===== src/oad_pkg.sv =====
package oad_pkg;

   // Fixed field widths.
   localparam int KIND_WIDTH      = 2;
   localparam int MOTION_WIDTH    = 3;
   localparam int CSR_DATA_WIDTH  = 16;
   localparam int CSR_INDEX_WIDTH = 8;
   localparam int TIMER_WIDTH     = 16;
   localparam int FAR_BITS        = 14;

   // Item kinds.
   typedef enum logic [KIND_WIDTH-1:0] {
      KIND_TICK  = 2'd0,
      KIND_FORCE = 2'd1,
      KIND_MODE  = 2'd2,
      KIND_ESTOP = 2'd3
   } kind_type;

   // Motion states.
   typedef enum logic [MOTION_WIDTH-1:0] {
      MOTION_STOP  = 3'd0,
      MOTION_FWD   = 3'd1,
      MOTION_BACK  = 3'd2,
      MOTION_LEFT  = 3'd3,
      MOTION_RIGHT = 3'd4
   } motion_type;

   // Drive modes.
   localparam logic MODE_AUTO   = 1'b0;
   localparam logic MODE_REMOTE = 1'b1;

   // Register indexes.
   localparam logic [CSR_INDEX_WIDTH-1:0] CSR_STOP_LIMIT     = 8'd0;
   localparam logic [CSR_INDEX_WIDTH-1:0] CSR_SIDE_LIMIT     = 8'd1;
   localparam logic [CSR_INDEX_WIDTH-1:0] CSR_BACKWARD_TICKS = 8'd2;
   localparam logic [CSR_INDEX_WIDTH-1:0] CSR_TURN_DWELL     = 8'd3;

   // Register reset values.
   localparam logic [CSR_DATA_WIDTH-1:0] STOP_LIMIT_RESET     = 16'd30;
   localparam logic [CSR_DATA_WIDTH-1:0] SIDE_LIMIT_RESET     = 16'd15;
   localparam logic [CSR_DATA_WIDTH-1:0] BACKWARD_TICKS_RESET = 16'd10;
   localparam logic [CSR_DATA_WIDTH-1:0] TURN_DWELL_RESET     = 16'd10;

   // Far distance assumed for a missing echo, and the stop dwell.
   localparam logic [FAR_BITS-1:0]    NO_ECHO_FAR = 14'd9999;
   localparam logic [TIMER_WIDTH-1:0] STOP_DWELL  = 16'd2;
   localparam logic [TIMER_WIDTH-1:0] TIMER_MAX   = 16'hFFFF;

   // Configuration register file contents.
   typedef struct packed {
      logic [CSR_DATA_WIDTH-1:0] stop_limit;
      logic [CSR_DATA_WIDTH-1:0] side_limit;
      logic [CSR_DATA_WIDTH-1:0] backward_ticks;
      logic [CSR_DATA_WIDTH-1:0] turn_dwell;
   } cfg_type;

   // Obstacle flags of one tick.
   typedef struct packed {
      logic front;
      logic rear;
      logic left;
      logic right;
      logic right_farther;
   } sense_type;

   // One result item.
   typedef struct packed {
      motion_type motion;
      logic       mode_now;
      logic       front_hit;
      logic       rear_hit;
      logic       left_hit;
      logic       right_hit;
   } rsp_type;

endpackage


===== src/oad_req_if.sv =====
interface oad_req_if #(
   parameter int DIST_WIDTH = 16
);
   logic                              valid;
   logic                              ready;
   logic [oad_pkg::KIND_WIDTH-1:0]    kind;
   logic [DIST_WIDTH-1:0]             dist_front_left;
   logic [DIST_WIDTH-1:0]             dist_front_right;
   logic [DIST_WIDTH-1:0]             dist_back_left;
   logic [DIST_WIDTH-1:0]             dist_back_right;
   logic [oad_pkg::MOTION_WIDTH-1:0]  forced_state;
   logic                              wanted_mode;

   modport source (
      output valid, kind, dist_front_left, dist_front_right, dist_back_left,
             dist_back_right, forced_state, wanted_mode,
      input  ready
   );
   modport sink (
      input  valid, kind, dist_front_left, dist_front_right, dist_back_left,
             dist_back_right, forced_state, wanted_mode,
      output ready
   );
endinterface


===== src/oad_rsp_if.sv =====
interface oad_rsp_if;
   logic                              valid;
   logic                              ready;
   logic [oad_pkg::MOTION_WIDTH-1:0]  motion;
   logic                              mode_now;
   logic                              front_hit;
   logic                              rear_hit;
   logic                              left_hit;
   logic                              right_hit;

   modport source (
      output valid, motion, mode_now, front_hit, rear_hit, left_hit, right_hit,
      input  ready
   );
   modport sink (
      input  valid, motion, mode_now, front_hit, rear_hit, left_hit, right_hit,
      output ready
   );
endinterface


===== src/oad_csr_if.sv =====
interface oad_csr_if;
   logic                                 valid;
   logic                                 ready;
   logic [oad_pkg::CSR_INDEX_WIDTH-1:0]  index;
   logic [oad_pkg::CSR_DATA_WIDTH-1:0]   data;

   modport source (
      output valid, index, data,
      input  ready
   );
   modport sink (
      input  valid, index, data,
      output ready
   );
endinterface


===== src/oad_csr.sv =====
module oad_csr (
   input  logic             clock,
   input  logic             reset,
   oad_csr_if.sink          csr_chan,
   output oad_pkg::cfg_type cfg
);

   oad_pkg::cfg_type cfg_ff;
   oad_pkg::cfg_type cfg_in;

   // Writes are always taken.
   assign csr_chan.ready = 1'b1;

   // Decode the register index; unknown indexes are dropped.
   always_comb begin
      cfg_in = cfg_ff;
      if (csr_chan.valid) begin
         case (csr_chan.index)
            oad_pkg::CSR_STOP_LIMIT:     cfg_in.stop_limit     = csr_chan.data;
            oad_pkg::CSR_SIDE_LIMIT:     cfg_in.side_limit     = csr_chan.data;
            oad_pkg::CSR_BACKWARD_TICKS: cfg_in.backward_ticks = csr_chan.data;
            oad_pkg::CSR_TURN_DWELL:     cfg_in.turn_dwell     = csr_chan.data;
            default: cfg_in = cfg_ff;
         endcase
      end
   end

   always_ff @(posedge clock) begin
      if (reset) begin
         cfg_ff.stop_limit     <= oad_pkg::STOP_LIMIT_RESET;
         cfg_ff.side_limit     <= oad_pkg::SIDE_LIMIT_RESET;
         cfg_ff.backward_ticks <= oad_pkg::BACKWARD_TICKS_RESET;
         cfg_ff.turn_dwell     <= oad_pkg::TURN_DWELL_RESET;
      end else begin
         cfg_ff <= cfg_in;
      end
   end

   assign cfg = cfg_ff;

endmodule


===== src/oad_sense.sv =====
module oad_sense #(
   parameter int DIST_WIDTH = 16
) (
   input  logic [DIST_WIDTH-1:0]  dist_front_left,
   input  logic [DIST_WIDTH-1:0]  dist_front_right,
   input  logic [DIST_WIDTH-1:0]  dist_back_left,
   input  logic [DIST_WIDTH-1:0]  dist_back_right,
   input  oad_pkg::cfg_type       cfg,
   output oad_pkg::sense_type     sense
);

   // Compare widths cover both the readings and the thresholds or far value.
   localparam int CMP_WIDTH =
      (DIST_WIDTH > oad_pkg::CSR_DATA_WIDTH) ? DIST_WIDTH : oad_pkg::CSR_DATA_WIDTH;
   localparam int FAR_WIDTH =
      (DIST_WIDTH > oad_pkg::FAR_BITS) ? DIST_WIDTH : oad_pkg::FAR_BITS;

   logic [CMP_WIDTH-1:0] fl_c, fr_c, bl_c, br_c;
   logic [CMP_WIDTH-1:0] stop_c, danger_c;
   logic [FAR_WIDTH-1:0] fl_far, fr_far, bl_far, br_far;
   logic [FAR_WIDTH-1:0] left_far, right_far;
   logic                 fl_echo, fr_echo, bl_echo, br_echo;

   assign fl_echo = (dist_front_left  != '0);
   assign fr_echo = (dist_front_right != '0);
   assign bl_echo = (dist_back_left   != '0);
   assign br_echo = (dist_back_right  != '0);

   assign fl_c     = CMP_WIDTH'(dist_front_left);
   assign fr_c     = CMP_WIDTH'(dist_front_right);
   assign bl_c     = CMP_WIDTH'(dist_back_left);
   assign br_c     = CMP_WIDTH'(dist_back_right);
   assign stop_c   = CMP_WIDTH'(cfg.stop_limit);
   assign danger_c = CMP_WIDTH'(cfg.side_limit);

   // A reading blocks only when an echo came back closer than the threshold.
   assign sense.front = (fl_echo && (fl_c < stop_c)) || (fr_echo && (fr_c < stop_c));
   assign sense.rear  = (bl_echo && (bl_c < stop_c)) || (br_echo && (br_c < stop_c));
   assign sense.left  = (fl_echo && (fl_c < danger_c)) || (bl_echo && (bl_c < danger_c));
   assign sense.right = (fr_echo && (fr_c < danger_c)) || (br_echo && (br_c < danger_c));

   // Far distance per side; a missing echo counts as open space.
   assign fl_far = fl_echo ? FAR_WIDTH'(dist_front_left)  : FAR_WIDTH'(oad_pkg::NO_ECHO_FAR);
   assign fr_far = fr_echo ? FAR_WIDTH'(dist_front_right) : FAR_WIDTH'(oad_pkg::NO_ECHO_FAR);
   assign bl_far = bl_echo ? FAR_WIDTH'(dist_back_left)   : FAR_WIDTH'(oad_pkg::NO_ECHO_FAR);
   assign br_far = br_echo ? FAR_WIDTH'(dist_back_right)  : FAR_WIDTH'(oad_pkg::NO_ECHO_FAR);

   assign left_far  = (fl_far > bl_far) ? fl_far : bl_far;
   assign right_far = (fr_far > br_far) ? fr_far : br_far;

   assign sense.right_farther = (right_far > left_far);

endmodule


===== src/oad_fsm.sv =====
module oad_fsm (
   input  logic                              clock,
   input  logic                              reset,
   input  logic                              step,
   input  logic [oad_pkg::KIND_WIDTH-1:0]    kind,
   input  logic [oad_pkg::MOTION_WIDTH-1:0]  forced_state,
   input  logic                              wanted_mode,
   input  oad_pkg::sense_type                sense,
   input  oad_pkg::cfg_type                  cfg,
   output oad_pkg::rsp_type                  result
);

   oad_pkg::motion_type                  motion_ff, motion_in;
   logic                                 mode_ff, mode_in;
   logic [oad_pkg::TIMER_WIDTH-1:0]      dwell_ff, dwell_in;
   logic [oad_pkg::TIMER_WIDTH-1:0]      dwell_inc;
   logic                                 auto_tick;
   oad_pkg::rsp_type                     result_ff, result_in;

   // Saturating dwell timer increment.
   assign dwell_inc = (dwell_ff == oad_pkg::TIMER_MAX) ? dwell_ff : dwell_ff + 1'b1;

   assign auto_tick = (oad_pkg::kind_type'(kind) == oad_pkg::KIND_TICK) &&
                      (mode_ff == oad_pkg::MODE_AUTO);

   // Next state of the drive machine for the item in the input register.
   always_comb begin
      motion_in = motion_ff;
      mode_in   = mode_ff;
      dwell_in  = dwell_ff;
      case (oad_pkg::kind_type'(kind))
         oad_pkg::KIND_TICK: begin
            if (auto_tick) begin
               case (motion_ff)
                  oad_pkg::MOTION_FWD: begin
                     if (sense.front) begin
                        motion_in = oad_pkg::MOTION_STOP;
                        dwell_in  = '0;
                     end
                  end
                  oad_pkg::MOTION_STOP: begin
                     dwell_in = dwell_inc;
                     if (dwell_inc > oad_pkg::STOP_DWELL) begin
                        if (sense.front && !sense.rear) begin
                           motion_in = oad_pkg::MOTION_BACK;
                           dwell_in  = '0;
                        end else if (!sense.front) begin
                           motion_in = oad_pkg::MOTION_FWD;
                           dwell_in  = '0;
                        end
                     end
                  end
                  oad_pkg::MOTION_BACK: begin
                     dwell_in = dwell_inc;
                     if (dwell_inc > cfg.backward_ticks) begin
                        if (sense.right_farther && !sense.right) begin
                           motion_in = oad_pkg::MOTION_RIGHT;
                        end else if (!sense.left) begin
                           motion_in = oad_pkg::MOTION_LEFT;
                        end else if (!sense.front) begin
                           motion_in = oad_pkg::MOTION_FWD;
                        end else begin
                           motion_in = oad_pkg::MOTION_STOP;
                        end
                        dwell_in = '0;
                     end
                     // A blocked rear always wins while reversing.
                     if (sense.rear) begin
                        motion_in = oad_pkg::MOTION_STOP;
                        dwell_in  = '0;
                     end
                  end
                  oad_pkg::MOTION_LEFT, oad_pkg::MOTION_RIGHT: begin
                     dwell_in = dwell_inc;
                     if (dwell_inc > cfg.turn_dwell) begin
                        motion_in = sense.front ? oad_pkg::MOTION_STOP
                                                : oad_pkg::MOTION_FWD;
                        dwell_in  = '0;
                     end
                  end
                  default: motion_in = oad_pkg::MOTION_STOP;
               endcase
            end
         end
         oad_pkg::KIND_FORCE: begin
            if (forced_state inside {[oad_pkg::MOTION_STOP:oad_pkg::MOTION_RIGHT]}) begin
               motion_in = oad_pkg::motion_type'(forced_state);
            end else begin
               motion_in = oad_pkg::MOTION_STOP;
            end
            dwell_in = '0;
         end
         oad_pkg::KIND_MODE: begin
            if (wanted_mode != mode_ff) begin
               mode_in   = wanted_mode;
               motion_in = oad_pkg::MOTION_STOP;
               dwell_in  = '0;
            end
         end
         default: motion_in = oad_pkg::MOTION_STOP;
      endcase
   end

   // Result reflects the state after the update.
   always_comb begin
      result_in.motion    = motion_in;
      result_in.mode_now  = mode_in;
      result_in.front_hit = auto_tick && sense.front;
      result_in.rear_hit  = auto_tick && sense.rear;
      result_in.left_hit  = auto_tick && sense.left;
      result_in.right_hit = auto_tick && sense.right;
   end

   // State registers.
   always_ff @(posedge clock) begin
      if (reset) begin
         motion_ff <= oad_pkg::MOTION_STOP;
         mode_ff   <= oad_pkg::MODE_AUTO;
         dwell_ff  <= '0;
      end else if (step) begin
         motion_ff <= motion_in;
         mode_ff   <= mode_in;
         dwell_ff  <= dwell_in;
      end
   end

   // Result register, payload only.
   always_ff @(posedge clock) begin
      if (step) begin
         result_ff <= result_in;
      end
   end

   assign result = result_ff;

endmodule


===== src/obstacle_avoid_drive_fsm.sv =====
// Channel    Dir  Handshake    Carries
// req_chan   in   valid/ready  kind, four distance readings, forced_state, wanted_mode
// rsp_chan   out  valid/ready  motion, mode_now, four obstacle flags
// csr_chan   in   valid/ready  register index and 16-bit write data
//
// One item per cycle sustained while rsp_chan.ready stays high; each result passes
// through the input register, then the result register, before it is offered.
// The state update is combinational through the sense compares and the drive
// machine next-state logic.
// Reset is synchronous and active high: valids and drive state clear, and the
// configuration registers return to their defaults.
// A stalled result holds in the result register; the input register keeps filling,
// and req_chan.ready drops only when both stages are full and rsp_chan.ready is low.
module obstacle_avoid_drive_fsm #(
   parameter int DIST_WIDTH = 16
) (
   input  logic        clock,
   input  logic        reset,
   oad_req_if.sink     req_chan,
   oad_rsp_if.source   rsp_chan,
   oad_csr_if.sink     csr_chan
);

   logic                              req_valid_ff;
   logic [oad_pkg::KIND_WIDTH-1:0]    kind_ff;
   logic [DIST_WIDTH-1:0]             fl_ff, fr_ff, bl_ff, br_ff;
   logic [oad_pkg::MOTION_WIDTH-1:0]  forced_ff;
   logic                              wanted_ff;
   logic                              rsp_valid_ff;
   logic                              advance;
   logic                              req_take;
   oad_pkg::cfg_type                  cfg;
   oad_pkg::sense_type                sense;
   oad_pkg::rsp_type                  result;

   // The held item moves on when the result register is free or being emptied.
   assign advance  = req_valid_ff && (!rsp_valid_ff || rsp_chan.ready);
   assign req_chan.ready = !req_valid_ff || advance;
   assign req_take = req_chan.valid && req_chan.ready;

   // Input register valid and result register valid.
   always_ff @(posedge clock) begin
      if (reset) begin
         req_valid_ff <= 1'b0;
         rsp_valid_ff <= 1'b0;
      end else begin
         if (req_take) begin
            req_valid_ff <= 1'b1;
         end else if (advance) begin
            req_valid_ff <= 1'b0;
         end
         if (advance) begin
            rsp_valid_ff <= 1'b1;
         end else if (rsp_chan.ready) begin
            rsp_valid_ff <= 1'b0;
         end
      end
   end

   // Input register payload.
   always_ff @(posedge clock) begin
      if (req_take) begin
         kind_ff   <= req_chan.kind;
         fl_ff     <= DIST_WIDTH'(req_chan.dist_front_left);
         fr_ff     <= DIST_WIDTH'(req_chan.dist_front_right);
         bl_ff     <= DIST_WIDTH'(req_chan.dist_back_left);
         br_ff     <= DIST_WIDTH'(req_chan.dist_back_right);
         forced_ff <= req_chan.forced_state;
         wanted_ff <= req_chan.wanted_mode;
      end
   end

   oad_csr u_csr (
      .clock    (clock),
      .reset    (reset),
      .csr_chan (csr_chan),
      .cfg      (cfg)
   );

   oad_sense #(
      .DIST_WIDTH (DIST_WIDTH)
   ) u_sense (
      .dist_front_left  (fl_ff),
      .dist_front_right (fr_ff),
      .dist_back_left   (bl_ff),
      .dist_back_right  (br_ff),
      .cfg              (cfg),
      .sense            (sense)
   );

   oad_fsm u_fsm (
      .clock        (clock),
      .reset        (reset),
      .step         (advance),
      .kind         (kind_ff),
      .forced_state (forced_ff),
      .wanted_mode  (wanted_ff),
      .sense        (sense),
      .cfg          (cfg),
      .result       (result)
   );

   // Result channel.
   assign rsp_chan.valid     = rsp_valid_ff;
   assign rsp_chan.motion    = result.motion;
   assign rsp_chan.mode_now  = result.mode_now;
   assign rsp_chan.front_hit = result.front_hit;
   assign rsp_chan.rear_hit  = result.rear_hit;
   assign rsp_chan.left_hit  = result.left_hit;
   assign rsp_chan.right_hit = result.right_hit;

   // Obstacle flags come only from auto ticks, so the mode must read auto.
   a_hits_auto: assert property (@(posedge clock) disable iff (reset)
      rsp_valid_ff && (result.front_hit || result.rear_hit ||
                       result.left_hit || result.right_hit)
      |-> (result.mode_now == oad_pkg::MODE_AUTO))
      else $error("obstacle flag reported outside auto mode");

   // A blocked front never leaves the car driving forward.
   a_front_not_fwd: assert property (@(posedge clock) disable iff (reset)
      rsp_valid_ff && result.front_hit |-> (result.motion != oad_pkg::MOTION_FWD))
      else $error("forward motion with front blocked");

   // A blocked rear never leaves the car reversing.
   a_rear_not_back: assert property (@(posedge clock) disable iff (reset)
      rsp_valid_ff && result.rear_hit |-> (result.motion != oad_pkg::MOTION_BACK))
      else $error("backward motion with rear blocked");

   // A held item that cannot move on is still held next cycle.
   a_hold_item: assert property (@(posedge clock) disable iff (reset)
      req_valid_ff && !advance |=> req_valid_ff)
      else $error("input register item dropped");

endmodule


===== src/flat_wrapper.sv =====
// flat-port wrapper written by rule: the top's interface ports become plain ports
module obstacle_avoid_drive_fsm_flat 
#(
   parameter int DIST_WIDTH = 16
)
  (clock, reset, req_chan_valid, req_chan_kind, req_chan_dist_front_left, req_chan_dist_front_right, req_chan_dist_back_left, req_chan_dist_back_right, req_chan_forced_state, req_chan_wanted_mode, req_chan_ready, rsp_chan_valid, rsp_chan_motion, rsp_chan_mode_now, rsp_chan_front_hit, rsp_chan_rear_hit, rsp_chan_left_hit, rsp_chan_right_hit, rsp_chan_ready, csr_chan_valid, csr_chan_index, csr_chan_data, csr_chan_ready);
  oad_req_if #(.DIST_WIDTH(DIST_WIDTH)) req_chan_i ();
  oad_rsp_if rsp_chan_i ();
  oad_csr_if csr_chan_i ();
  input  logic clock;
  input  logic reset;
  input wire logic [$bits(req_chan_i.valid)-1:0] req_chan_valid;
  input wire logic [$bits(req_chan_i.kind)-1:0] req_chan_kind;
  input wire logic [$bits(req_chan_i.dist_front_left)-1:0] req_chan_dist_front_left;
  input wire logic [$bits(req_chan_i.dist_front_right)-1:0] req_chan_dist_front_right;
  input wire logic [$bits(req_chan_i.dist_back_left)-1:0] req_chan_dist_back_left;
  input wire logic [$bits(req_chan_i.dist_back_right)-1:0] req_chan_dist_back_right;
  input wire logic [$bits(req_chan_i.forced_state)-1:0] req_chan_forced_state;
  input wire logic [$bits(req_chan_i.wanted_mode)-1:0] req_chan_wanted_mode;
  output wire logic [$bits(req_chan_i.ready)-1:0] req_chan_ready;
  output wire logic [$bits(rsp_chan_i.valid)-1:0] rsp_chan_valid;
  output wire logic [$bits(rsp_chan_i.motion)-1:0] rsp_chan_motion;
  output wire logic [$bits(rsp_chan_i.mode_now)-1:0] rsp_chan_mode_now;
  output wire logic [$bits(rsp_chan_i.front_hit)-1:0] rsp_chan_front_hit;
  output wire logic [$bits(rsp_chan_i.rear_hit)-1:0] rsp_chan_rear_hit;
  output wire logic [$bits(rsp_chan_i.left_hit)-1:0] rsp_chan_left_hit;
  output wire logic [$bits(rsp_chan_i.right_hit)-1:0] rsp_chan_right_hit;
  input wire logic [$bits(rsp_chan_i.ready)-1:0] rsp_chan_ready;
  input wire logic [$bits(csr_chan_i.valid)-1:0] csr_chan_valid;
  input wire logic [$bits(csr_chan_i.index)-1:0] csr_chan_index;
  input wire logic [$bits(csr_chan_i.data)-1:0] csr_chan_data;
  output wire logic [$bits(csr_chan_i.ready)-1:0] csr_chan_ready;
  assign req_chan_i.valid = req_chan_valid;
  assign req_chan_i.kind = req_chan_kind;
  assign req_chan_i.dist_front_left = req_chan_dist_front_left;
  assign req_chan_i.dist_front_right = req_chan_dist_front_right;
  assign req_chan_i.dist_back_left = req_chan_dist_back_left;
  assign req_chan_i.dist_back_right = req_chan_dist_back_right;
  assign req_chan_i.forced_state = req_chan_forced_state;
  assign req_chan_i.wanted_mode = req_chan_wanted_mode;
  assign req_chan_ready = req_chan_i.ready;
  assign rsp_chan_valid = rsp_chan_i.valid;
  assign rsp_chan_motion = rsp_chan_i.motion;
  assign rsp_chan_mode_now = rsp_chan_i.mode_now;
  assign rsp_chan_front_hit = rsp_chan_i.front_hit;
  assign rsp_chan_rear_hit = rsp_chan_i.rear_hit;
  assign rsp_chan_left_hit = rsp_chan_i.left_hit;
  assign rsp_chan_right_hit = rsp_chan_i.right_hit;
  assign rsp_chan_i.ready = rsp_chan_ready;
  assign csr_chan_i.valid = csr_chan_valid;
  assign csr_chan_i.index = csr_chan_index;
  assign csr_chan_i.data = csr_chan_data;
  assign csr_chan_ready = csr_chan_i.ready;
  obstacle_avoid_drive_fsm #(.DIST_WIDTH(DIST_WIDTH)) u_core (.clock(clock), .reset(reset), .req_chan(req_chan_i), .rsp_chan(rsp_chan_i), .csr_chan(csr_chan_i));
endmodule

===== config.mk =====
export PLATFORM = sky130hd
export DESIGN_NAME = obstacle_avoid_drive_fsm_flat
export DESIGN_NICKNAME = d
export VERILOG_FILES = /design/src/oad_pkg.sv /design/src/oad_req_if.sv /design/src/oad_rsp_if.sv /design/src/oad_csr_if.sv /design/src/oad_csr.sv /design/src/oad_sense.sv /design/src/oad_fsm.sv /design/src/obstacle_avoid_drive_fsm.sv /design/src/flat_wrapper.sv
export SDC_FILE = /design/constraint.sdc
export NUM_CORES = 1
export LEC_CHECK = 0
export ABC_CLOCK_PERIOD_IN_PS = 10600
export BUFFER_PORTS_ARGS = -buffer_cell sky130_fd_sc_hd__buf_4
export CAP_MARGIN = 20
export CORE_AREA = 5 5 160 162
export CTS_CLUSTER_DIAMETER = 40
export CTS_CLUSTER_SIZE = 30
export DETAILED_ROUTE_END_ITERATION = 8
export DIE_AREA = 0 0 165 167
export GPL_TIMING_DRIVEN = 0
export PLACE_DENSITY_LB_ADDON = 0.12
export SYNTH_ARGS = -nofsm -noshare
export SYNTH_HDL_FRONTEND = slang
export SYNTH_SLANG_ARGS = --single-unit

===== constraint.sdc =====
create_clock -name clock -period 10.6 [get_ports clock]
set_input_delay 0.53 -clock clock [delete_from_list [all_inputs] [get_ports clock]]
set_output_delay 0.53 -clock clock [all_outputs]
set_load 0.01 [all_outputs]

# Word-level counts from Yosys, hierarchy flattened
# Cells that the tools add are included.
# W data, S select, Z words.
[totals]
out_inout_bits = 11
in_bits = 99
reg_bits = 164
[op_classes]
reduce_logical = 44
eq_ne = 15
add_sub_neg = 1
mux = 39
n_bitwise = 1
magnitude_cmp = 16
[ops]
columns = ["cell", "count"]
rows = [
  ["$mux W16", 16],
  ["$lt A16 B16 Y1", 8],
  ["$gt A16 B16 Y1", 5],
  ["$pmux W16 S4", 1],
  ["$reduce_bool A16 Y1", 4],
  ["$pmux W16 S3", 1],
  ["$mux W3", 11],
  ["$logic_and A1 B1 Y1", 18],
  ["$add A16 B1 Y16 const B", 1],
  ["$eq A16 B16 Y1 const B", 1],
  ["$eq A8 B2 Y1 const B", 2],
  ["$gt A16 B2 Y1 const B", 1],
  ["$pmux W3 S4", 1],
  ["$pmux W3 S3", 1],
  ["$eq A8 B1 Y1 const B", 1],
  ["$logic_not A8 Y1", 1],
  ["$reduce_and A2 Y1", 4],
  ["$mux W1", 7],
  ["$eq A3 B2 Y1 const B", 2],
  ["$logic_or A1 B1 Y1", 6],
  ["$reduce_and A6 Y1", 1],
  ["$ne A5 B1 Y1 const B", 1],
  ["$logic_not A1 Y1", 4],
  ["$ne A2 B2 Y1 const B", 2],
  ["15 further kinds", 16],
]

# Depth between registers and ports, before layout
# Gate-level depths: netlist of the first run.
[depth]
ltp_word = 12
ltp_mapped = 26
ltp_nobuf = 24

# Hierarchy
# From an unflattened synthesis of the first run, not the netlist that was laid out.
[unflattened]
hier_cells = 1290
area_unflattened_um2 = 12604.6
[modules_own_cells]
columns = ["mod", "cells_per_inst", "seq_area_each_um2", "area_per_inst_um2", "n_inst"]
rows = [
  ["oad_sense", 578, 0.0, 4575.6, 1],
  ["oad_fsm", 397, 640.6, 3196.8, 1],
  ["oad_csr", 235, 1281.2, 2626.3, 1],
  ["obstacle_avoid_drive_fsm", 80, 2142.1, 2205.9, 1],
]

# Worst setup path before layout of the first run
# No wires, ideal clock.
[synth_path]
path_kind = "reg-to-reg"
startpoint = "reg u_core.bl_ff[11]"
endpoint = "reg u_core.u_fsm.result_ff (netlist bit u_core.u_fsm.result[6]), data pin"
path_buffers = 2
required_ns = 10.443
arrival_ns = 5.257
slack_ns = 5.186
stages_incl_launch_ff = 25
period_less_slack_ns = 5.414
cell_sequence = "edfxtp_1 > nor4_1 > and4_1 > clkbuf_1 > nor2_1 > ha_1 > nor2b_1 > o21a_1 > o21a_1 > o21a_1 > o21a_1 > o21ai_1 > nand3_1 > o211ai_1 > clkbuf_1 > mux2_1 > ha_1 > a21o_1 > a21oi_1 > nor2b_1 > or4_1 > o311ai_1 > a21oi_1 > o211a_1 > nor3_1"
[synth_via]
elab_chain_len = 12
[synth_lines]
columns = ["element", "line_no", "source"]
rows = [
  ["start: declaration", "obstacle_avoid_drive_fsm.sv:26", "logic [DIST_WIDTH-1:0] fl_ff, fr_ff, bl_ff, br_ff;"],
  ["start signal: assignment", "obstacle_avoid_drive_fsm.sv:66", "bl_ff <= DIST_WIDTH'(req_chan.dist_back_left);"],
  ["$reduce_bool A16 Y1", "oad_sense.sv:26", "assign bl_echo = (dist_back_left != '0);"],
  ["$mux W16", "oad_sense.sv:45", "assign bl_far = bl_echo ? FAR_WIDTH'(dist_back_left) : FAR_WIDTH'(oad_pkg::NO_ECHO_FAR);"],
  ["$gt A16 B16 Y1", "oad_sense.sv:48", "assign left_far = (fl_far > bl_far) ? fl_far : bl_far;"],
  ["$mux W16", "oad_sense.sv:48", ""],
  ["$gt A16 B16 Y1", "oad_sense.sv:51", "assign sense.right_farther = (right_far > left_far);"],
  ["$logic_and A1 B1 Y1", "oad_fsm.sv:56", "if (sense.right_farther && !sense.right) begin"],
  ["$mux W3", "oad_fsm.sv:56", ""],
  ["$mux W3", "oad_fsm.sv:55", "if (dwell_inc > cfg.backward_ticks) begin"],
  ["$mux W3", "oad_fsm.sv:68", "if (sense.rear) begin"],
  ["$pmux W3 S4 *", "oad_fsm.sv:34", "case (motion_ff)"],
  ["$mux W3 *", "oad_fsm.sv:33", "if (auto_tick) begin"],
  ["$pmux W3 S3 *", "oad_fsm.sv:31", "case (oad_pkg::kind_type'(kind))"],
  ["net u_core.u_fsm.motion_in[1]", "oad_fsm.sv:13", "oad_pkg::motion_type motion_ff, motion_in;"],
  ["end signal: assignment", "oad_fsm.sv:130", "result_ff <= result_in;"],
  ["end: declaration", "oad_fsm.sv:18", "oad_pkg::rsp_type result_ff, result_in;"],
]
# Mark *: on every way through the listed nets, which the timed path passes. The rest lies on a longest branch.
# A chain may end at the register's enable or synchronous reset.

# Final worst setup path of the first run
[layout_path]
startpoint = "reg u_core.br_ff[8]"
endpoint = "reg u_core.u_fsm.result_ff (netlist bit u_core.u_fsm.result[6]), data pin"
[layout_via]
elab_chain_len = 12
[layout_lines]
columns = ["element", "line_no", "source"]
rows = [
  ["start: declaration", "obstacle_avoid_drive_fsm.sv:26", ""],
  ["start signal: assignment", "obstacle_avoid_drive_fsm.sv:67", "br_ff <= DIST_WIDTH'(req_chan.dist_back_right);"],
  ["$reduce_bool A16 Y1", "oad_sense.sv:27", "assign br_echo = (dist_back_right != '0);"],
  ["$mux W16", "oad_sense.sv:46", "assign br_far = br_echo ? FAR_WIDTH'(dist_back_right) : FAR_WIDTH'(oad_pkg::NO_ECHO_FAR);"],
  ["$gt A16 B16 Y1", "oad_sense.sv:49", "assign right_far = (fr_far > br_far) ? fr_far : br_far;"],
  ["$mux W16", "oad_sense.sv:49", ""],
  ["$gt A16 B16 Y1", "oad_sense.sv:51", ""],
  ["$logic_and A1 B1 Y1", "oad_fsm.sv:56", ""],
  ["$mux W3", "oad_fsm.sv:56", ""],
  ["$mux W3", "oad_fsm.sv:55", ""],
  ["$mux W3", "oad_fsm.sv:68", ""],
  ["$pmux W3 S4 *", "oad_fsm.sv:34", ""],
  ["$mux W3 *", "oad_fsm.sv:33", ""],
  ["$pmux W3 S3 *", "oad_fsm.sv:31", ""],
  ["net u_core.u_fsm.motion_in[1]", "oad_fsm.sv:13", ""],
]
# Marked as above.

==> results by group, run 1 <==
STA
  • Clock Skews: 14.1 ps
  • RSZ-0062 raised after global routing: no
  • Fin crit share: between 60% and 70%
  • Setup TNS: 0 ps
  • Max-slew violations: 0
  • Worst Tran Pin Value: between 1000 and 1500 ps
  • Setup Viol. Count Final: 0
  • Final-report hold violation count: 0
  • Fmax: between 150 and 200 MHz
  • Post-layout min period: around 6700 ps
  • Slew margin rel.: 26.1%
  • Fin worst setup slack: 3950 ps

GRT
  • Vias in the first global route: 9765
  • Met3 Usage GRT: between 4 and 5%
  • Grt ovf: 0
  • Initial antenna violation count: 0
  • Largest net degree at the start of global routing: a little under 60
  • First-pass GRT wire length: ~52000 microns
  • Met2 Use GR: 36.8%
  • Met1 usage: approximately a third
  • Overall Global Routing Usage: between 20% and 30%
  • Gr busiest metal: met2

Floorplan
  • Core ar.: about 24000 sq um
  • Die W: about 170 microns
  • Rows: 57
  • Die footprint: roughly 28000 sq um
  • Die Span Y: 167 microns
  • IO Pins: 110
  • Starting Density: around half

Yosys
  • Avg Inst Size Synth: roughly 9 sq um
  • Register area share after synthesis: approximately a third
  • Register bit total from synthesis: 164
  • Mapped Cells: ~1300
  • Synth warnings: 0
  • Ys async rst share: 0%
  • Syn_nets: between 1500 and 2000
  • Post-synth EDFFs: just under 80
  • Synth Flop Type: dfxtp_1
  • Count of different cell masters after synthesis: 70
  • Syn Std Cell Area: around 12000 sq um

Clock tree
  • Worst skew pair latency: approximately 440 ps
  • CTS tree: done
  • Root buf cell: clkbuf_16
  • Setup bufs post-CTS: 0
  • Clk pin slew, worst setup/hold paths: 80 ps
  • Clock buffer count from CTS: 17
  • Clock sinks: 164
  • H-Tree Depth: 4
  • Post_cts resized: 0
  • CTS Hold Bufs: 0
  • Max Buffers Root-to-Sink: 2

Routing
  • Routed WL: around 33000 microns
  • Number of routed nets with antenna violations: 0
  • WL/cell: about 19 microns
  • 1st-iter DRT viols: 800
  • Detailed-route DRC error count: 0
  • DR pass1 iterations: 7
  • DR vias: 10305
  • Via/cell ratio: 5.78

Outcome
  • Status: complete, no violations

Power
  • Combinational cell fraction of total power: 14.6%
  • Clock Power Share: 39.9%
  • Leak Pwr: roughly 5.7 nW
  • Switch share: 28.4%
  • Switching power: ~0.44 mW
  • Cell Int Power: 1.12 mW
  • Reg power frac: a little under half
  • PD cells: between 100 and 150 nW/um^2
  • Peak supply drop: roughly 100 uV

Hold path
  • WHS Path Cells: 1
  • Hold Path Class: in2reg

Setup path
  • WP data required: around 11000 ps
  • Cells on worst reg2reg path: 22
  • Critical path type: reg2reg
  • Crit. End Element: register
  • Slowest stage cell, crit path: o311ai_1
  • Crit Path Max Fanout: 10
  • CP most frequent cell: a21o_1
  • CP max stage delay: about 730 ps
  • CP arrival: about 6900 ps
  • Worst Setup Start Kind: register
  • Crit-path cells: nor4_1, and4_1, clkbuf_1, nor2_1, ha_1, a21o_1, a21o_1, a21o_1, a21oi_1, nor2b_1, o21ai_0, nand3_1, o211ai_1, clkbuf_1, mux2_1, ha_1, nand4_1, or2_2, o311ai_1, a21oi_1, o211a_1, nor3_1

Placed design
  • Routability cong.: approximately 0.95
  • Post-DP HPWL: ~26000 microns
  • Post-place setup slack: between 4000 and 5000 ps
  • # port buffers: ~110

Layout
  • Most frequent cells in the layout: ha_1 (206), nand2_1 (159), a21oi_1 (124)
  • Fin util: between 50 and 60%
  • Fraction of layout cells with a size suffix above 1: 11.5%
  • Fill cell count: approximately 2200
  • Commonest non-fill, non-tap cell in the layout: ha_1
  • Fin nets: about 1800
  • Synth-to-Final Area Change: 15.4%
  • Diode count: 0

Run
  • Max-cap viol count: 0
[per-layer routing]
layer  vias to the layer above  wire length [microns]
met3                        37                   2080
met5                         -                      0
met4                         0                    559
met1                      4869                  16100
met2                       300                  14400
li1                       5099                      -
[final timing paths]
| kind | startpoint | to | slack (ps) |
|---|---|---|---|
| max | u_core.br_ff[8]$_DFFE_PP_ | u_core.u_fsm.result[6]$_DFFE_PP_ | 3950 |
| min | req_chan_dist_front_right[5] | u_core.fr_ff[5]$_DFFE_PP_ | 260 |
| max reg2reg | u_core.br_ff[8]$_DFFE_PP_ | u_core.u_fsm.result[6]$_DFFE_PP_ | 3950 |
| min reg2reg | u_core.u_csr.cfg[56]$_SDFFE_PP0P_ | u_core.u_csr.cfg[56]$_SDFFE_PP0P_ | 450 |
[critical path, delay by kind of cell, from the launching register on]
kind	cells	cell delay (ps)
AOI/OAI and AO/OA	9	2320
adders and majority gates	2	620
buffers and inverters	2	960
DFF	1	490
muxes	1	390
and+or+nand+nor	8	1710
[cell usage after synthesis, drive strengths merged, types with 20 or more instances]
cell type	number	area, sq um
a21o	20	150
a21oi	124	621
clkbuf	49	184
dfxtp	86	1720
edfxtp	78	2340
ha	206	2580
inv	105	394
nand2	159	597
nand2b	24	150
nand3	26	130
nand4	50	313
nor2	80	300
nor4	23	144
o21ai	33	165
[final cells by class]
type                       count  area [sq um]  area share, %
timing repair buffer         108           831           6.09
buffer                        60           254           1.86
inverter                     105           394           2.89
tap                          324           405           2.97
multi-input combinational    989          7110           52.1
clock inverter                13           131          0.963
clock buffer                  19           454           3.33
sequential                   164          4060           29.8
[flip-flops by register name, summed over array words and instances (netlist names), 2 cells and up]
| signal | count |
|---|---|
| u_core.u_fsm.motion_ff | 3 |
| u_core.kind_ff | 2 |
| u_core.fl_ff | 16 |
| u_core.u_csr.cfg | 64 |
| u_core.u_fsm.dwell_ff | 16 |
| u_core.fr_ff | 16 |
| u_core.u_fsm.result | 8 |
| u_core.br_ff | 16 |
| u_core.forced_ff | 3 |
| u_core.bl_ff | 16 |
[stage by stage]
| stage | std cells | total power, mW | hold WS [ps] | cell area [sq um] |
|---|---|---|---|---|
| after floorplan | 1318 | 0.860 | 432 | 11800 |
| after global placement | 1749 | 0.944 | 440 | 13000 |
| after CTS | 1782 | 1.57 | 247 | 13600 |
| final | 1782 | 1.56 | 258 | 13600 |
| after detailed placement | 1750 | 0.951 | 447 | 13100 |
| after global routing | 1782 | 1.63 | 244 | 13600 |
[logic make-up (layout without fill, tap and decap cells)]
logic type	Yosys count	after routing	share of synthesized area (%)
and+or+nand+nor	450	450	19.0
AOI/OAI and AO/OA	289	289	15.6
adders and majority gates	206	206	21.8
buffers and inverters	165	305	5.48
DFF	164	164	34.4
muxes	36	36	3.25
xor gates and xnor gates	7	7	0.519
other	1	1	0.0317
[power by group through the flow]
stage	clock network, mW	logic [mW]	registers (mW)
after floorplan	0	0.146	0.714
after detailed placement	0	0.225	0.725
after global routing	0.660	0.258	0.714
final	0.624	0.228	0.712
after global placement	0	0.217	0.727
after CTS	0.634	0.227	0.711
No activity file was read; power rests on OpenSTA's default activity.
==> run 2, diff against run 1 <==
Settings changed: ABC_CLOCK_PERIOD_IN_PS 10600 to 6000.
Clock period 10.6 ns to 6 ns, I/O delays scaled along.
==> results by group, run 2 (same netlist as run 1, synthesis figures left out) <==
Clock tree
  • Worst skew pair latency: around 440 ps
  • Clock buffer count from CTS: 17
  • Clock sinks: roughly 160
  • H-Tree Depth: 4
  • Clk pin slew, worst setup/hold paths: ~80 ps
  • Max Buffers Root-to-Sink: 2
  • Root buf cell: clkbuf_16
  • CTS tree: done
  • CTS Hold Bufs: 0

Layout
  • Commonest non-fill, non-tap cell in the layout: ha_1
  • Fill cell count: roughly 2200
  • Synth-to-Final Area Change: 16.0%
  • Diode count: 0
  • Fin util: a little under three fifths
  • Most frequent cells in the layout: ha_1 (206), nand2_1 (159), a21oi_1 (124)
  • Fin nets: roughly 1700
  • Max FFs per register: between 60 and 70
  • Post-route cell area: 13700 sq um
  • Fraction of layout cells with a size suffix above 1: roughly 13%

Floorplan
  • Die footprint: 27600 sq um
  • IO Pins: 110
  • Rows: 57
  • Die W: around 170 microns
  • Core ar.: 24000 sq um
  • Starting Density: 49.3%
  • Die Span Y: roughly 170 microns

GRT
  • Met1 usage: 35.2%
  • Met2 Use GR: between 30% and 40%
  • Vias in the first global route: 9783
  • Initial antenna violation count: 0
  • Grt ovf: 0
  • Gr busiest metal: met2
  • Largest net degree at the start of global routing: just under 60
  • Overall Global Routing Usage: between 20% and 30%
  • First-pass GRT wire length: approximately 52000 microns
  • Met3 Usage GRT: between 4 and 5%

STA
  • RSZ-0062 raised after global routing: no
  • Fmax: 177 MHz
  • Hold WS: 28.3 ps
  • Setup Viol. Count Final: 0
  • Clock Skews: about 13 ps
  • Worst Tran Pin Value: ~1000 ps
  • Slew margin rel.: a little under a third
  • Max-slew violations: 0
  • Final-report hold violation count: 0
  • Post-layout min period: 5640 ps
  • Fin crit share: 94.0%
  • Fin worst setup slack: roughly 360 ps

Setup path
  • Crit-path cells: nor4_1, and4_4, nor2_1, ha_1, nor2b_1, o21a_1, o21a_1, o21a_1, o21a_1, o21ai_1, nand3_1, o211ai_1, buf_4, mux2_1, ha_1, a21o_1, a21o_1, a21oi_1, o22ai_1, or4_1, o311ai_2, a21oi_1, o211a_1, nor3_1
  • Cells on worst reg2reg path: 24
  • CP most frequent cell: o21a_1
  • Reg2reg end: u_core.u_fsm.result[6]$_DFFE_PP_
  • Worst reg-to-reg setup slack: approximately 360 ps
  • WP buf/inv: 1
  • Critical path startpoint: u_core.bl_ff[9]$_DFFE_PP_
  • Worst Setup EP: u_core.u_fsm.result[6]$_DFFE_PP_
  • CP delay by family, top: compound AO/OA/AOI/OAI gates
  • Reg2reg start: u_core.bl_ff[9]$_DFFE_PP_
  • CP max stage delay: 510 ps
  • Critical path type: reg2reg
  • Slowest stage cell, crit path: edfxtp_1
  • Crit. End Element: register
  • CP arrival: between 5000 and 6000 ps
  • Crit Path Max Fanout: 10
  • WP data required: 6270 ps
  • Worst path depth: 24
  • Worst Setup Start Kind: register

Routing
  • Routed WL: ~33000 microns
  • WL/cell: 18.7 microns
  • 1st-iter DRT viols: ~750
  • DR pass1 iterations: 7
  • Detailed-route DRC error count: 0
  • DR vias: around 10000
  • Number of routed nets with antenna violations: 0
  • Via/cell ratio: 5.78

Power
  • Peak supply drop: 173 uV
  • Leak Pwr: about 5.7 nW
  • PD cells: ~200 nW/um^2

Placed design
  • # port buffers: about 110
  • Placed cell area: roughly 13000 sq um
  • Post-place setup slack: -533 ps
  • Routability cong.: about 0.95
  • Post-DP HPWL: ~26000 microns

Run
  • Max-cap viol count: 0

Hold path
  • Hold Path Class: in2reg

Outcome
  • Status: complete, no violations
-- run 2: cell count changes in the layout (fill, tap and decap cells not counted), sizes merged --
| cell | delta |
|---|---|
| buf | +3 |
| clkbuf | -4 |
-- run 2: how the worst min path moves through the flow --
stage               slack, ps                                 to                         startpoint  cells past startpoint
finish                     30          u_core.fr_ff[5]$_DFFE_PP_       req_chan_dist_front_right[5]                      1
global route               10          u_core.br_ff[1]$_DFFE_PP_        req_chan_dist_back_right[1]                      1
CTS                        20          u_core.fr_ff[5]$_DFFE_PP_       req_chan_dist_front_right[5]                      1
detailed placement        450  u_core.u_csr.cfg[44]$_SDFFE_PP0P_  u_core.u_csr.cfg[44]$_SDFFE_PP0P_                      2
global placement          440  u_core.u_csr.cfg[42]$_SDFFE_PP0P_  u_core.u_csr.cfg[42]$_SDFFE_PP0P_                      2
floorplan                 400          u_core.bl_ff[0]$_DFFE_PP_         req_chan_dist_back_left[0]                      0
-- run 2: cell type report --
type                    instances  area (sq um)  area share [%]
plain buffers                  56           253            1.84
inverters                     105           394            2.87
well taps                     324           405            2.96
clock buffers                  19           454            3.31
multi-input cells             989          7160            52.2
flip-flops and latches        164          4060            29.6
repair buffers                111           853            6.22
clock inverters                13           131           0.958
-- run 2: metrics by stage --
stage / std cells / setup TNS (ps) / power [mW]
3_3_place_gp: 1749 / -2800 / 1.67
3_5_place_dp: 1750 / -2930 / 1.68
6_report: 1781 / 0 / 2.77
5_1_grt: 1781 / 0 / 2.89
2_1_floorplan: 1318 / 0 / 1.52
4_1_cts: 1781 / 0 / 2.79
-- run 2: timing repair --
item / in CTS / in global routing
buffers inserted: 2 / 1
setup endpoints to repair: 6 / 6
pin swaps: 1 / 1
resized for setup: 8 / 11
-- run 2: routing by layer --
layer  up-vias  wire (microns)
li1       5092               -
met4         0             538
met3        40            2040
met5         -               0
met2       302           14600
met1      4864           16100
-- run 2: power by group --
part	internal (mW)	total [mW]	switching, mW
registers	1.21	1.26	0.0506
logic	0.198	0.410	0.213
clock network	0.579	1.10	0.525
total	1.99	2.77	0.789
==> run 3, diff against run 2 <==
Settings changed: CORE_AREA 5 5 160 162 to 5 5 188 190, DIE_AREA 0 0 165 167 to 0 0 193 195, MAX_ROUTING_LAYER set to met4.
==> results by group, run 3 (same netlist as run 1, synthesis figures left out) <==
Routing
  • 1st-iter DRT viols: a little under 600
  • Detailed-route DRC error count: 0
  • Number of routed nets with antenna violations: 0
  • DR pass1 iterations: 5
  • Via/cell ratio: ~5.3
  • Routed WL: 36300 microns
  • DR vias: about 10000
  • WL/cell: about 19 microns

Layout
  • Non-Filler Instances: ~1900
  • Most frequent cells in the layout: ha_1 (206), nand2_1 (159), a21oi_1 (124)
  • Fin util: about two fifths
  • Seq. cell area: between 4000 and 5000 sq um
  • Post-route cell area: 13900 sq um
  • Synth-to-Final Area Change: 17.6%
  • Multi-input gate area: approximately 7100 sq um
  • Fin nets: 1755
  • Diode count: 0
  • Fraction of layout cells with a size suffix above 1: 12.6%
  • Max FFs per register: 64
  • Commonest non-fill, non-tap cell in the layout: ha_1
  • Fill cell count: about 3400

Power
  • Peak supply drop: 205 uV
  • PD cells: between 150 and 200 nW/um^2
  • Leak Pwr: around 5.7 nW

STA
  • Slew margin rel.: 34.1%
  • Final-report hold violation count: 0
  • Hold WS: around 24 ps
  • Fin worst setup slack: ~340 ps
  • Setup Viol. Count Final: 0
  • Fmax: 177 MHz
  • Post-layout min period: about 5700 ps
  • Worst Tran Pin Value: 983 ps
  • Max-slew violations: 0
  • Clock Skews: approximately 7.6 ps
  • Fin crit share: a little over nine tenths

Clock tree
  • Max Buffers Root-to-Sink: 2
  • Worst skew pair latency: approximately 450 ps
  • H-Tree Depth: 4
  • Root buf cell: clkbuf_16
  • Clock buffer count from CTS: 17
  • CTS tree: done
  • Clk pin slew, worst setup/hold paths: ~70 ps
  • Clock sinks: between 150 and 200

Setup path
  • Crit Path Max Fanout: 10
  • Critical path type: reg2reg
  • CP arrival: between 5000 and 6000 ps
  • WP data required: 6310 ps
  • Crit. End Element: register
  • Worst Setup Start Kind: register

GRT
  • Vias in the first global route: 10216
  • Initial antenna violation count: 0
  • Largest net degree at the start of global routing: 69
  • First-pass GRT wire length: 56800 microns
  • Grt ovf: 0
  • Overall Global Routing Usage: ~20%

Floorplan
  • Rows: 67
  • Die Span Y: between 150 and 200 microns
  • IO Pins: between 100 and 150
  • Starting Density: between 30% and 40%
  • Core ar.: about 33000 sq um
  • Die W: a little under 200 microns
  • Die footprint: 37600 sq um

Hold path
  • Hold Path Class: in2reg

Placed design
  • Placed cell area: between 10000 and 15000 sq um
  • Routability cong.: just over 0.9
  • Post-Place Cells: 1874
  • Post-place setup slack: -748 ps
  • Post-DP HPWL: around 29000 microns
  • # port buffers: roughly 110

Outcome
  • Status: complete, no violations

Run
  • Max-cap viol count: 0
run 3: power by group:
part           internal [mW]  leakage (nW)  total [mW]  switching (mW)
Sequential              1.21          1.45        1.26          0.0515
Combinational          0.202          4.01       0.417           0.215
Clock                  0.568         0.280        1.08           0.515
run 3: worst paths after layout:
kind / from / to / slack (ps) / depth (start not counted)
min reg2reg: u_core.u_csr.cfg[42]$_SDFFE_PP0P_ / u_core.u_csr.cfg[42]$_SDFFE_PP0P_ / 450 / 2
min: req_chan_dist_back_right[12] / u_core.br_ff[12]$_DFFE_PP_ / 20 / 1
max reg2reg: u_core.br_ff[11]$_DFFE_PP_ / u_core.u_fsm.result[5]$_DFFE_PP_ / 340 / 24
max: u_core.br_ff[11]$_DFFE_PP_ / u_core.u_fsm.result[5]$_DFFE_PP_ / 340 / 24
run 3: repair_timing:
item                       CTS  global route
setup endpoints to repair    6             6
hold buffers                 2             2
hold endpoints to repair     2             2
setup buffers                0             5
gates resized for setup     11             7
pin swaps                    0             2
run 3: layout make-up:
type	count	share of cell area, %
Clock buffer	19	3.27
Clock inverter	13	0.810
Sequential cell	164	29.2
Tap cell	448	4.03
Multi-Input combinational cell	989	51.4
Inverter	105	2.84
Timing Repair Buffer	117	6.53
Buffer	56	1.86
run 3: routing by layer:
| layer | up-vias | global-route usage (%) | wire length, microns |
|---|---|---|---|
| met1 | 4762 | 25.3 | 16500 |
| met5 | - | - | 0 |
| met4 | 0 | 6.27 | 986 |
| li1 | 5100 | - | - |
| met3 | 49 | 3.07 | 1210 |
| met2 | 207 | 33.0 | 17600 |
run 3: critical path, stage by stage (launching register included):
cell      delay (ps)
edfxtp_1         540
nor4_1           340
and4_2           410
nor2_1           100
ha_1             290
nor2b_1          130
o21a_1           160
o21a_1           160
o21a_1           160
o21a_1           160
o21ai_1          120
nand3_1           90
o211ai_1         140
buf_4            200
mux2_2           350
ha_1             310
a21o_1           180
a21o_1           170
a21oi_1          160
o22ai_1           90
or4_1            420
o311ai_2         190
a21oi_1          150
o221ai_1         280
and3b_1          220
run 3: per-stage QoR:
| stage | total power, mW | TNS (ps) |
|---|---|---|
| after floorplan | 1.52 | 0 |
| after global placement | 1.68 | -3740 |
| after detailed placement | 1.69 | -3930 |
| after CTS | 2.79 | 0 |
| after global routing | 2.91 | -12.4 |
| final | 2.76 | 0 |
